<file path="config.mk">
export PLATFORM = sky130hd
export DESIGN_NAME = sorted_sequence_merge_top_flat
export DESIGN_NICKNAME = d
export VERILOG_FILES = /design/src/rtl/ssm_pkg.sv /design/src/rtl/ssm_in_if.sv /design/src/rtl/ssm_out_if.sv /design/src/rtl/ssm_ctrl.sv /design/src/rtl/ssm_datapath.sv /design/src/rtl/sorted_sequence_merge_top.sv /design/src/flat_wrapper.sv
export SDC_FILE = /design/constraint.sdc
export NUM_CORES = 2
export LEC_CHECK = 0
export ABC_AREA = 1
export BUFFER_PORTS_ARGS = -buffer_cell sky130_fd_sc_hd__buf_4
export CORE_MARGIN = 2
export CORE_UTILIZATION = 40
export CTS_CLUSTER_SIZE = 20
export DETAILED_ROUTE_END_ITERATION = 7
export MAX_ROUTING_LAYER = met4
export SETUP_SLACK_MARGIN = 0.4
export SLEW_MARGIN = 20
export SYNTH_ARGS = -nofsm -noshare
export SYNTH_HDL_FRONTEND = slang
export SYNTH_SLANG_ARGS = --single-unit
export TNS_END_PERCENT = 30
</file>
<file path="constraint.sdc">
create_clock -name clk -period 7.45 [get_ports clk]
set_input_delay 0.745 -clock clk [delete_from_list [all_inputs] [get_ports clk]]
set_output_delay 0.745 -clock clk [all_outputs]
set_load 0.02 [all_outputs]
</file>
<file path="src/rtl/ssm_pkg.sv">
// package for the two-way sorted merge block
// shared types, opcodes and register codes; no dependencies
`timescale 1ns / 1ps

package ssm_pkg;

  localparam logic [1:0] OP_APPEND_A = 2'd0;
  localparam logic [1:0] OP_APPEND_B = 2'd1;
  localparam logic [1:0] OP_RUN      = 2'd2;

  localparam logic REG_MODE = 1'b0;

  typedef enum logic [1:0] {
    ST_IDLE,
    ST_WALK,
    ST_FLUSH
  } state_t;

  typedef struct packed {
    logic append_a;
    logic append_b;
    logic start;
    logic step;
    logic finish;
  } cmd_t;

  typedef struct packed {
    logic walk_done;
    logic need_out;
    logic out_free;
  } status_t;

endpackage

</file>
<file path="src/rtl/ssm_in_if.sv">
// request channel interface for the sorted merge block
// valid/ready handshake with opcode and value payload
`timescale 1ns / 1ps

interface ssm_in_if;
  logic               valid;
  logic               ready;
  logic        [1:0]  opcode;
  logic signed [31:0] value;

  modport source (output valid, output opcode, output value, input ready);
  modport sink   (input valid, input opcode, input value, output ready);
endinterface

</file>
<file path="src/rtl/ssm_out_if.sv">
// result channel interface for the sorted merge block
// valid/ready handshake with merged value and flags
`timescale 1ns / 1ps

interface ssm_out_if;
  logic               valid;
  logic               ready;
  logic signed [31:0] out_value;
  logic               last;
  logic               empty_res;
  logic               overflow;

  modport source (output valid, output out_value, output last, output empty_res,
                  output overflow, input ready);
  modport sink   (input valid, input out_value, input last, input empty_res,
                  input overflow, output ready);
endinterface

</file>
<file path="src/rtl/ssm_ctrl.sv">
// controller state machine for the sorted merge block
// uses ssm_pkg; drives datapath commands from request and status
`timescale 1ns / 1ps

module ssm_ctrl (
  input  logic             clk,
  input  logic             rst,
  input  logic             req_valid,
  input  logic [1:0]       opcode,
  output logic             req_ready,
  input  ssm_pkg::status_t status,
  output ssm_pkg::cmd_t    cmd
);
  import ssm_pkg::*;

  state_t state, state_next;
  logic   accept;

  always_ff @(posedge clk) begin
    if (rst) begin
      state <= ST_IDLE;
    end else begin
      state <= state_next;
    end
  end

  always_comb begin
    state_next = state;
    unique case (state)
      ST_IDLE: begin
        if (req_valid && opcode == OP_RUN) state_next = ST_WALK;
      end
      ST_WALK: begin
        if (status.walk_done) state_next = ST_FLUSH;
      end
      ST_FLUSH: begin
        if (status.out_free) state_next = ST_IDLE;
      end
      default: state_next = ST_IDLE;
    endcase
  end

  always_comb begin
    req_ready = 1'b0;
    cmd       = '0;
    accept    = 1'b0;
    unique case (state)
      ST_IDLE: begin
        req_ready    = 1'b1;
        accept       = req_valid;
        cmd.append_a = accept && opcode == OP_APPEND_A;
        cmd.append_b = accept && opcode == OP_APPEND_B;
        cmd.start    = accept && opcode == OP_RUN;
      end
      ST_WALK: begin
        cmd.step = !status.walk_done && (!status.need_out || status.out_free);
      end
      ST_FLUSH: begin
        cmd.finish = status.out_free;
      end
      default: begin
        cmd = '0;
      end
    endcase
  end

endmodule

</file>
<file path="src/rtl/ssm_datapath.sv">
// datapath for the sorted merge block: buffers, walk pointers, hold and output registers
// uses ssm_pkg; commanded by ssm_ctrl
`timescale 1ns / 1ps

module ssm_datapath #(
  parameter int DEPTH      = 32,
  parameter int DATA_WIDTH = 32
) (
  input  logic               clk,
  input  logic               rst,
  input  logic               mode,
  input  logic signed [31:0] value,
  input  ssm_pkg::cmd_t      cmd,
  output ssm_pkg::status_t   status,
  input  logic               out_ready,
  output logic               out_valid,
  output logic signed [31:0] out_value,
  output logic               out_last,
  output logic               out_empty,
  output logic               out_overflow
);
  import ssm_pkg::*;

  localparam int CW = $clog2(DEPTH + 1);
  localparam int AW = (DEPTH > 1) ? $clog2(DEPTH) : 1;

  logic [DATA_WIDTH-1:0] buf_a [DEPTH];
  logic [DATA_WIDTH-1:0] buf_b [DEPTH];
  logic [CW-1:0]         count_a, count_b, ia, ib;
  logic                  dropped;
  logic [DATA_WIDTH-1:0] prev, hold;
  logic                  have_prev, hold_valid;
  logic [DATA_WIDTH-1:0] wdata, head_a, head_b, pick;
  logic                  a_ok, b_ok, take_a, take_b, both_drop, suppress, emit, out_free;

  assign wdata  = DATA_WIDTH'($unsigned(value));
  assign a_ok   = ia < count_a;
  assign b_ok   = ib < count_b;
  assign head_a = buf_a[ia[AW-1:0]];
  assign head_b = buf_b[ib[AW-1:0]];

  always_comb begin
    take_a    = 1'b0;
    take_b    = 1'b0;
    both_drop = 1'b0;
    if (a_ok && b_ok) begin
      if ($signed(head_a) < $signed(head_b)) begin
        take_a = 1'b1;
      end else if (mode && head_a == head_b) begin
        both_drop = 1'b1;
      end else begin
        take_b = 1'b1;
      end
    end else if (b_ok) begin
      take_b = 1'b1;
    end else begin
      take_a = 1'b1;
    end
  end

  assign pick     = take_a ? head_a : head_b;
  assign suppress = mode && have_prev && prev == pick;
  assign emit     = !both_drop && !suppress;
  assign out_free = !out_valid || out_ready;

  assign status.walk_done = !a_ok && !b_ok;
  assign status.need_out  = emit && hold_valid;
  assign status.out_free  = out_free;

  // buffers, no reset
  always_ff @(posedge clk) begin
    if (cmd.append_a && count_a < CW'(DEPTH)) buf_a[count_a[AW-1:0]] <= wdata;
    if (cmd.append_b && count_b < CW'(DEPTH)) buf_b[count_b[AW-1:0]] <= wdata;
  end

  always_ff @(posedge clk) begin
    if (rst) begin
      count_a    <= '0;
      count_b    <= '0;
      dropped    <= 1'b0;
      ia         <= '0;
      ib         <= '0;
      have_prev  <= 1'b0;
      hold_valid <= 1'b0;
    end else begin
      if (cmd.append_a) begin
        if (count_a < CW'(DEPTH)) count_a <= count_a + CW'(1);
        else dropped <= 1'b1;
      end
      if (cmd.append_b) begin
        if (count_b < CW'(DEPTH)) count_b <= count_b + CW'(1);
        else dropped <= 1'b1;
      end
      if (cmd.start) begin
        ia         <= '0;
        ib         <= '0;
        have_prev  <= 1'b0;
        hold_valid <= 1'b0;
      end
      if (cmd.step) begin
        if (take_a || both_drop) ia <= ia + CW'(1);
        if (take_b || both_drop) ib <= ib + CW'(1);
        if (both_drop || emit) have_prev <= 1'b1;
        if (emit) hold_valid <= 1'b1;
      end
      if (cmd.finish) begin
        count_a    <= '0;
        count_b    <= '0;
        ia         <= '0;
        ib         <= '0;
        dropped    <= 1'b0;
        hold_valid <= 1'b0;
      end
    end
  end

  // payload registers
  always_ff @(posedge clk) begin
    if (cmd.step) begin
      if (both_drop) prev <= head_a;
      else if (emit) prev <= pick;
      if (emit) hold <= pick;
    end
  end

  always_ff @(posedge clk) begin
    if (rst) begin
      out_valid <= 1'b0;
    end else if (cmd.finish || (cmd.step && emit && hold_valid)) begin
      out_valid <= 1'b1;
    end else if (out_ready) begin
      out_valid <= 1'b0;
    end
  end

  always_ff @(posedge clk) begin
    if (cmd.finish) begin
      out_value    <= hold_valid ? 32'(hold) : '0;
      out_last     <= 1'b1;
      out_empty    <= !hold_valid;
      out_overflow <= dropped;
    end else if (cmd.step && emit && hold_valid) begin
      out_value    <= 32'(hold);
      out_last     <= 1'b0;
      out_empty    <= 1'b0;
      out_overflow <= dropped;
    end
  end

`ifndef SYNTHESIS
  a_idx_in_range: assert property (@(posedge clk) disable iff (rst)
    ia <= count_a && ib <= count_b)
    else $error("walk pointer beyond fill count");

  a_count_bound: assert property (@(posedge clk) disable iff (rst)
    count_a <= CW'(DEPTH) && count_b <= CW'(DEPTH))
    else $error("fill count beyond depth");

  a_no_overwrite: assert property (@(posedge clk) disable iff (rst)
    (cmd.step && emit && hold_valid) || cmd.finish |-> out_free)
    else $error("output register loaded while occupied");

  a_clear_after_run: assert property (@(posedge clk) disable iff (rst)
    cmd.finish |=> count_a == '0 && count_b == '0 && !dropped)
    else $error("buffers not cleared after run");
`endif

endmodule

</file>
<file path="src/rtl/sorted_sequence_merge_top.sv">
// two-way sorted merge, top level: config register, controller and datapath
// throughput: one walk step per cycle while the walk is not stalled, results leave at up to one per cycle
// the walk stalls only when a finished result is held, the step would emit another and the output register is full
// reset (rst, synchronous): clears counts, overflow flag, mode and output valid
`timescale 1ns / 1ps

module sorted_sequence_merge_top #(
  parameter int DEPTH      = 32,
  parameter int DATA_WIDTH = 32
) (
  input  logic        clk,
  input  logic        rst,
  ssm_in_if.sink      request,
  ssm_out_if.source   result,
  input  logic        psel,
  input  logic        penable,
  input  logic        pwrite,
  input  logic [2:0]  paddr,
  input  logic [31:0] pwdata,
  output logic [31:0] prdata,
  output logic        pready
);
  import ssm_pkg::*;

  logic    mode;
  cmd_t    cmd;
  status_t status;

  assign pready = 1'b1;
  assign prdata = (paddr[2] == REG_MODE) ? {31'b0, mode} : '0;

  always_ff @(posedge clk) begin
    if (rst) begin
      mode <= 1'b0;
    end else if (psel && penable && pwrite && paddr[2] == REG_MODE) begin
      mode <= pwdata[0];
    end
  end

  ssm_ctrl u_ctrl (
    .clk       (clk),
    .rst       (rst),
    .req_valid (request.valid),
    .opcode    (request.opcode),
    .req_ready (request.ready),
    .status    (status),
    .cmd       (cmd)
  );

  ssm_datapath #(
    .DEPTH      (DEPTH),
    .DATA_WIDTH (DATA_WIDTH)
  ) u_datapath (
    .clk          (clk),
    .rst          (rst),
    .mode         (mode),
    .value        (request.value),
    .cmd          (cmd),
    .status       (status),
    .out_ready    (result.ready),
    .out_valid    (result.valid),
    .out_value    (result.out_value),
    .out_last     (result.last),
    .out_empty    (result.empty_res),
    .out_overflow (result.overflow)
  );

endmodule
</file>
<file path="src/flat_wrapper.sv">
// flat-port wrapper written by rule: the top's interface ports become plain ports
module sorted_sequence_merge_top_flat import ssm_pkg::*;
#(
  parameter int DEPTH      = 32,
  parameter int DATA_WIDTH = 32
)
  (clk, rst, psel, penable, pwrite, paddr, pwdata, prdata, pready, request_valid, request_opcode, request_value, request_ready, result_valid, result_out_value, result_last, result_empty_res, result_overflow, result_ready);
  ssm_in_if request_i ();
  ssm_out_if result_i ();
  input  logic clk;
  input  logic rst;
  input  logic psel;
  input  logic penable;
  input  logic pwrite;
  input  logic [2:0] paddr;
  input  logic [31:0] pwdata;
  output logic [31:0] prdata;
  output logic pready;
  input wire logic [$bits(request_i.valid)-1:0] request_valid;
  input wire logic [$bits(request_i.opcode)-1:0] request_opcode;
  input wire logic [$bits(request_i.value)-1:0] request_value;
  output wire logic [$bits(request_i.ready)-1:0] request_ready;
  output wire logic [$bits(result_i.valid)-1:0] result_valid;
  output wire logic [$bits(result_i.out_value)-1:0] result_out_value;
  output wire logic [$bits(result_i.last)-1:0] result_last;
  output wire logic [$bits(result_i.empty_res)-1:0] result_empty_res;
  output wire logic [$bits(result_i.overflow)-1:0] result_overflow;
  input wire logic [$bits(result_i.ready)-1:0] result_ready;
  assign request_i.valid = request_valid;
  assign request_i.opcode = request_opcode;
  assign request_i.value = request_value;
  assign request_ready = request_i.ready;
  assign result_valid = result_i.valid;
  assign result_out_value = result_i.out_value;
  assign result_last = result_i.last;
  assign result_empty_res = result_i.empty_res;
  assign result_overflow = result_i.overflow;
  assign result_i.ready = result_ready;
  sorted_sequence_merge_top #(.DEPTH(DEPTH), .DATA_WIDTH(DATA_WIDTH)) u_core (.clk(clk), .rst(rst), .request(request_i), .result(result_i), .psel(psel), .penable(penable), .pwrite(pwrite), .paddr(paddr), .pwdata(pwdata), .prdata(prdata), .pready(pready));
endmodule
</file>
==> reports/metrics.csv <==
stage;metric;value;unit
clock_network;path_clk_slew;0.06;ns
layout;fin_area;98600;µm²
layout;drive_above_1_share;9.29;%
timing;tns;0;ns
clock_network;cts.repair.resized;0;
power;p_leak;32.4;nW
timing;rsz0062_at_grt;no;
setup_path;end_kind;register;
grt;grt_util_all_layers;22.6;%
place;routabilityCongestion;0.886;
timing;timing.final.crit_share;88.2;%
timing;relSlewSlack;22.1;%
routing;post_drt_wl_per_cell;25.2;µm
timing;finalSetupViolCount;0;
setup_path;reg2reg_slack;0.88;ns
grt;grt_max_degree;213;
power;p_clk_share;41.9;%
clock_network;cts_buffers;213;
worst_hold_path;hold_depth;2;
timing;fin_ws;0.878;ns
place;place_area;91800;µm²
die;die_w;472;µm
timing;fmax;152;MHz
synth;syn_avg_cell_area;12.8;µm²
power;ir_drop;0.000190;V
clock_network;cts.sinks;2178;
setup_path;arrival;7.12;ns
die;die_area;223000;µm²
synth;syn_area;87700;µm²
power;power.density;254;nW/µm²
die;pin_count;146;
power;power.internal;19.6;mW
routing;vias;56700;
clock_network;ctsHtreeMaxLevel;4;
synth;yosysSeqAreaShare;74.2;%
timing;worst_pin_slew;1.16;ns
grt;grt_first_pass_wirelength;362000;µm
setup_path;r2r_start;u_core.u_datapath.ia[2];
power;seq_power_share;54.0;%
grt;grt_pass1_vias;53200;
clock_network;cts_tree;done;
setup_path;reg2reg_depth;28;
die;row_count;171;
routing;drt_iter0_drc;6934;
synth;syn_inst;6851;
routing;wl;250000;µm
setup_path;crit_type;reg2reg;
setup_path;required;8.00;ns
clock_network;cts_hold_buf;0;
timing;fin_crit;6.57;ns
routing;drtAntennaViolNets;0;
power;combPwrFrac;4.1;%
worst_hold_path;min_path_type;in2reg;
flow_run;maxCapViolations;0;
timing;final_max_slew_viol_count;0;
setup_path;startpoint_type;register;
run_status;status;finished, final reports clean;
routing;route.detailed.drc;0;
layout;nNetsFinal;7000;
routing;viasPerCell;5.72;
synth;synth_seq_cells;2178;
setup_path;slowest_stage;o21ai_0;
clock_network;clock_path_buffers;3;
setup_path;r2r_end;u_core.u_datapath.prev[17];
setup_path;cp_max_fo;46;
place;port_buffers;80;
worst_hold_path;min-delay-start;rst;
synth;synth_cell_type_count;45;
clock_network;clk_latency;0.87;ns
clock_network;cts_setup_buffers;0;
die;start_util;40.3;%
clock_network;clockRootBuffer;clkbuf_16;
routing;firstDrtPassIters;6;
layout;n_fill_cell;19200;
die;die_h;472;µm
timing;hold_viol_final;0;
timing;skew;0.0374;ns
power;netSwitchingPower;5.45;mW
grt;grt_antenna_before_repair;7;
worst_hold_path;holdPathEnd;u_core.u_datapath.have_prev;
place;dp_hpwl;134000;µm
grt;grt.overflow.total;0;
power;p_sw_share;21.8;%
setup_path;slowest_delay;0.65;ns
synth;ys.warnings.count;0;
place;dp_slack;0.866;ns
layout;layout-area-overhead-vs-synth;12.4;%
die;core;218000;µm²
-- power groups by stage --
stage | logic, mW | clock network (mW) | registers (mW)
CTS | 1.01 | 10.6 | 13.5
floorplan | 0.526 | 0 | 13.8
detailed placement | 1.01 | 0 | 13.8
global placement | 0.992 | 0 | 13.8
finish | 1.02 | 10.5 | 13.5
global route | 1.11 | 11.1 | 13.5
-- kinds of logic (layout without fill, tap and decap cells) --
| kind of cell | after synthesis | after routing | synth area share, % |
|---|---|---|---|
| buffers and inverters | 650 | 819 | 3.48 |
| flip-flops | 2178 | 2178 | 74.2 |
| XOR/XNOR | 8 | 8 | 0.0799 |
| AO/OA/AOI/OAI | 1711 | 1711 | 11.1 |
| AND/OR/NAND/NOR | 2250 | 2250 | 10.4 |
| adder cells (fa/ha/maj) | 52 | 52 | 0.742 |
| other | 2 | 38 | 0.00856 |
-- metrics by stage --
step	utilization, %	hold slack [ns]	instances	power (mW)
after floorplan	-	0.403	6881	14.3
after global placement	42.2	0.501	9510	14.8
after detailed placement	42.2	0.509	9510	14.8
after CTS	45.3	0.0776	9903	25.1
after global routing	45.3	0.0973	9908	25.7
final	45.3	0.139	9910	25.0
-- synth_stat cells, drive strengths merged --
master / instances / area [µm²]
o21a: 3 / 22.5
nand2: 632 / 2390
nand3b: 20 / 150
o221ai: 119 / 1040
a211oi: 1 / 7.51
dfxtp: 32 / 641
o311a: 1 / 10.0
clkinv: 2 / 7.51
buf: 269 / 1620
a21o: 1 / 7.51
nor3: 7 / 40.0
o21ai: 1113 / 5570
a21oi: 58 / 294
a221oi: 1 / 8.76
inv: 168 / 631
conb: 2 / 7.51
nand4: 93 / 582
nor2: 1269 / 4770
a2111oi: 1 / 8.76
xor2: 5 / 43.8
and3: 1 / 6.26
o32ai: 1 / 8.76
clkbuf: 211 / 792
xnor2: 3 / 26.3
edfxtp: 2146 / 64400
o211ai: 137 / 1030
o22ai: 274 / 1710
and2: 3 / 18.8
nor4: 1 / 6.26
ha: 52 / 651
or2: 8 / 50.1
nand3: 216 / 1090
o21bai: 1 / 7.51
-- how the worst max path moves through the flow --
stage | startpoint | to | slack (ns)
2_1_floorplan | u_core.u_datapath.ia[0] | u_core.u_datapath.prev[0] | 1.81
3_3_place_gp | u_core.u_datapath.ib[0] | u_core.u_datapath.prev[18] | 0.83
6_report | u_core.u_datapath.ia[2] | u_core.u_datapath.prev[17] | 0.88
3_5_place_dp | u_core.u_datapath.ib[0] | u_core.u_datapath.prev[17] | 0.87
5_1_grt | u_core.u_datapath.ia[2] | u_core.u_datapath.prev[17] | 0.55
4_1_cts | u_core.u_datapath.ib[0] | u_core.u_datapath.prev[17] | 0.86
-- registers in the layout (all words and copies together), names as in the netlist --
register	cells
u_core.u_datapath.buf_a	1024
u_core.u_datapath.buf_b	1024
u_core.u_datapath.hold	32
u_core.u_datapath.out_value	32
u_core.u_datapath.prev	32
u_core.u_datapath.count_a	6
u_core.u_datapath.count_b	6
u_core.u_datapath.ia	6
u_core.u_datapath.ib	6
u_core.u_ctrl.state	2
u_core.mode	1
u_core.u_datapath.dropped	1
u_core.u_datapath.have_prev	1
u_core.u_datapath.hold_valid	1
u_core.u_datapath.out_empty	1
u_core.u_datapath.out_last	1
u_core.u_datapath.out_overflow	1
u_core.u_datapath.out_valid	1
-- worst max-delay path: cells and delay by family (launching register included) --
| kind | cells | cell delay [ns] |
|---|---|---|
| AOI/OAI and AO/OA | 2 | 0.92 |
| and+or+nand+nor | 21 | 2.88 |
| DFF | 1 | 0.60 |
| adders and majority gates | 1 | 0.34 |
| buffers and inverters | 4 | 1.42 |
-- routing by layer --
layer  GRT usage, %  wire length (µm)  vias up
met3           3.90             21300      376
met2           34.9            117000     2499
met4           6.21              6600        0
met5              -                 0        -
li1               -                 -    25200
met1           30.8            105000    28600
-- placed cells by master, fill, tap and decap left out, types with 5 or more instances in the layout --
cell type and instances:
nor3_1 5, buf_12 31, o211ai_1 137, diode_2 6, o21ai_1 33, nor2_1 1199, edfxtp_1 2146, a21oi_1 57
dfxtp_4 6, o22ai_1 274, clkinv_2 35, clkbuf_16 215, nand3b_1 20, o221ai_1 119, clkinv_1 64, nand4_1 93
nor2_4 66, bufinv_16 16, conb_1 32, inv_1 151, nand3_1 215, inv_2 13, o21ai_0 1080, nand2_1 628
buf_4 224, or2_2 6, clkbuf_1 41, xor2_1 5, ha_1 52, dfxtp_1 25, inv_6 9
-- layout make-up --
type,instances,area (µm²),area share (%)
flip-flops and latches,2178,65100,66.0
diodes,6,15.0,0.0152
inverters,170,666,0.675
clock buffers,256,5530,5.61
clock inverters,137,1190,1.21
repair buffers,256,2330,2.36
multi-input cells,4053,20200,20.5
well taps,2854,3570,3.62
(Power assumes the default switching activity.)
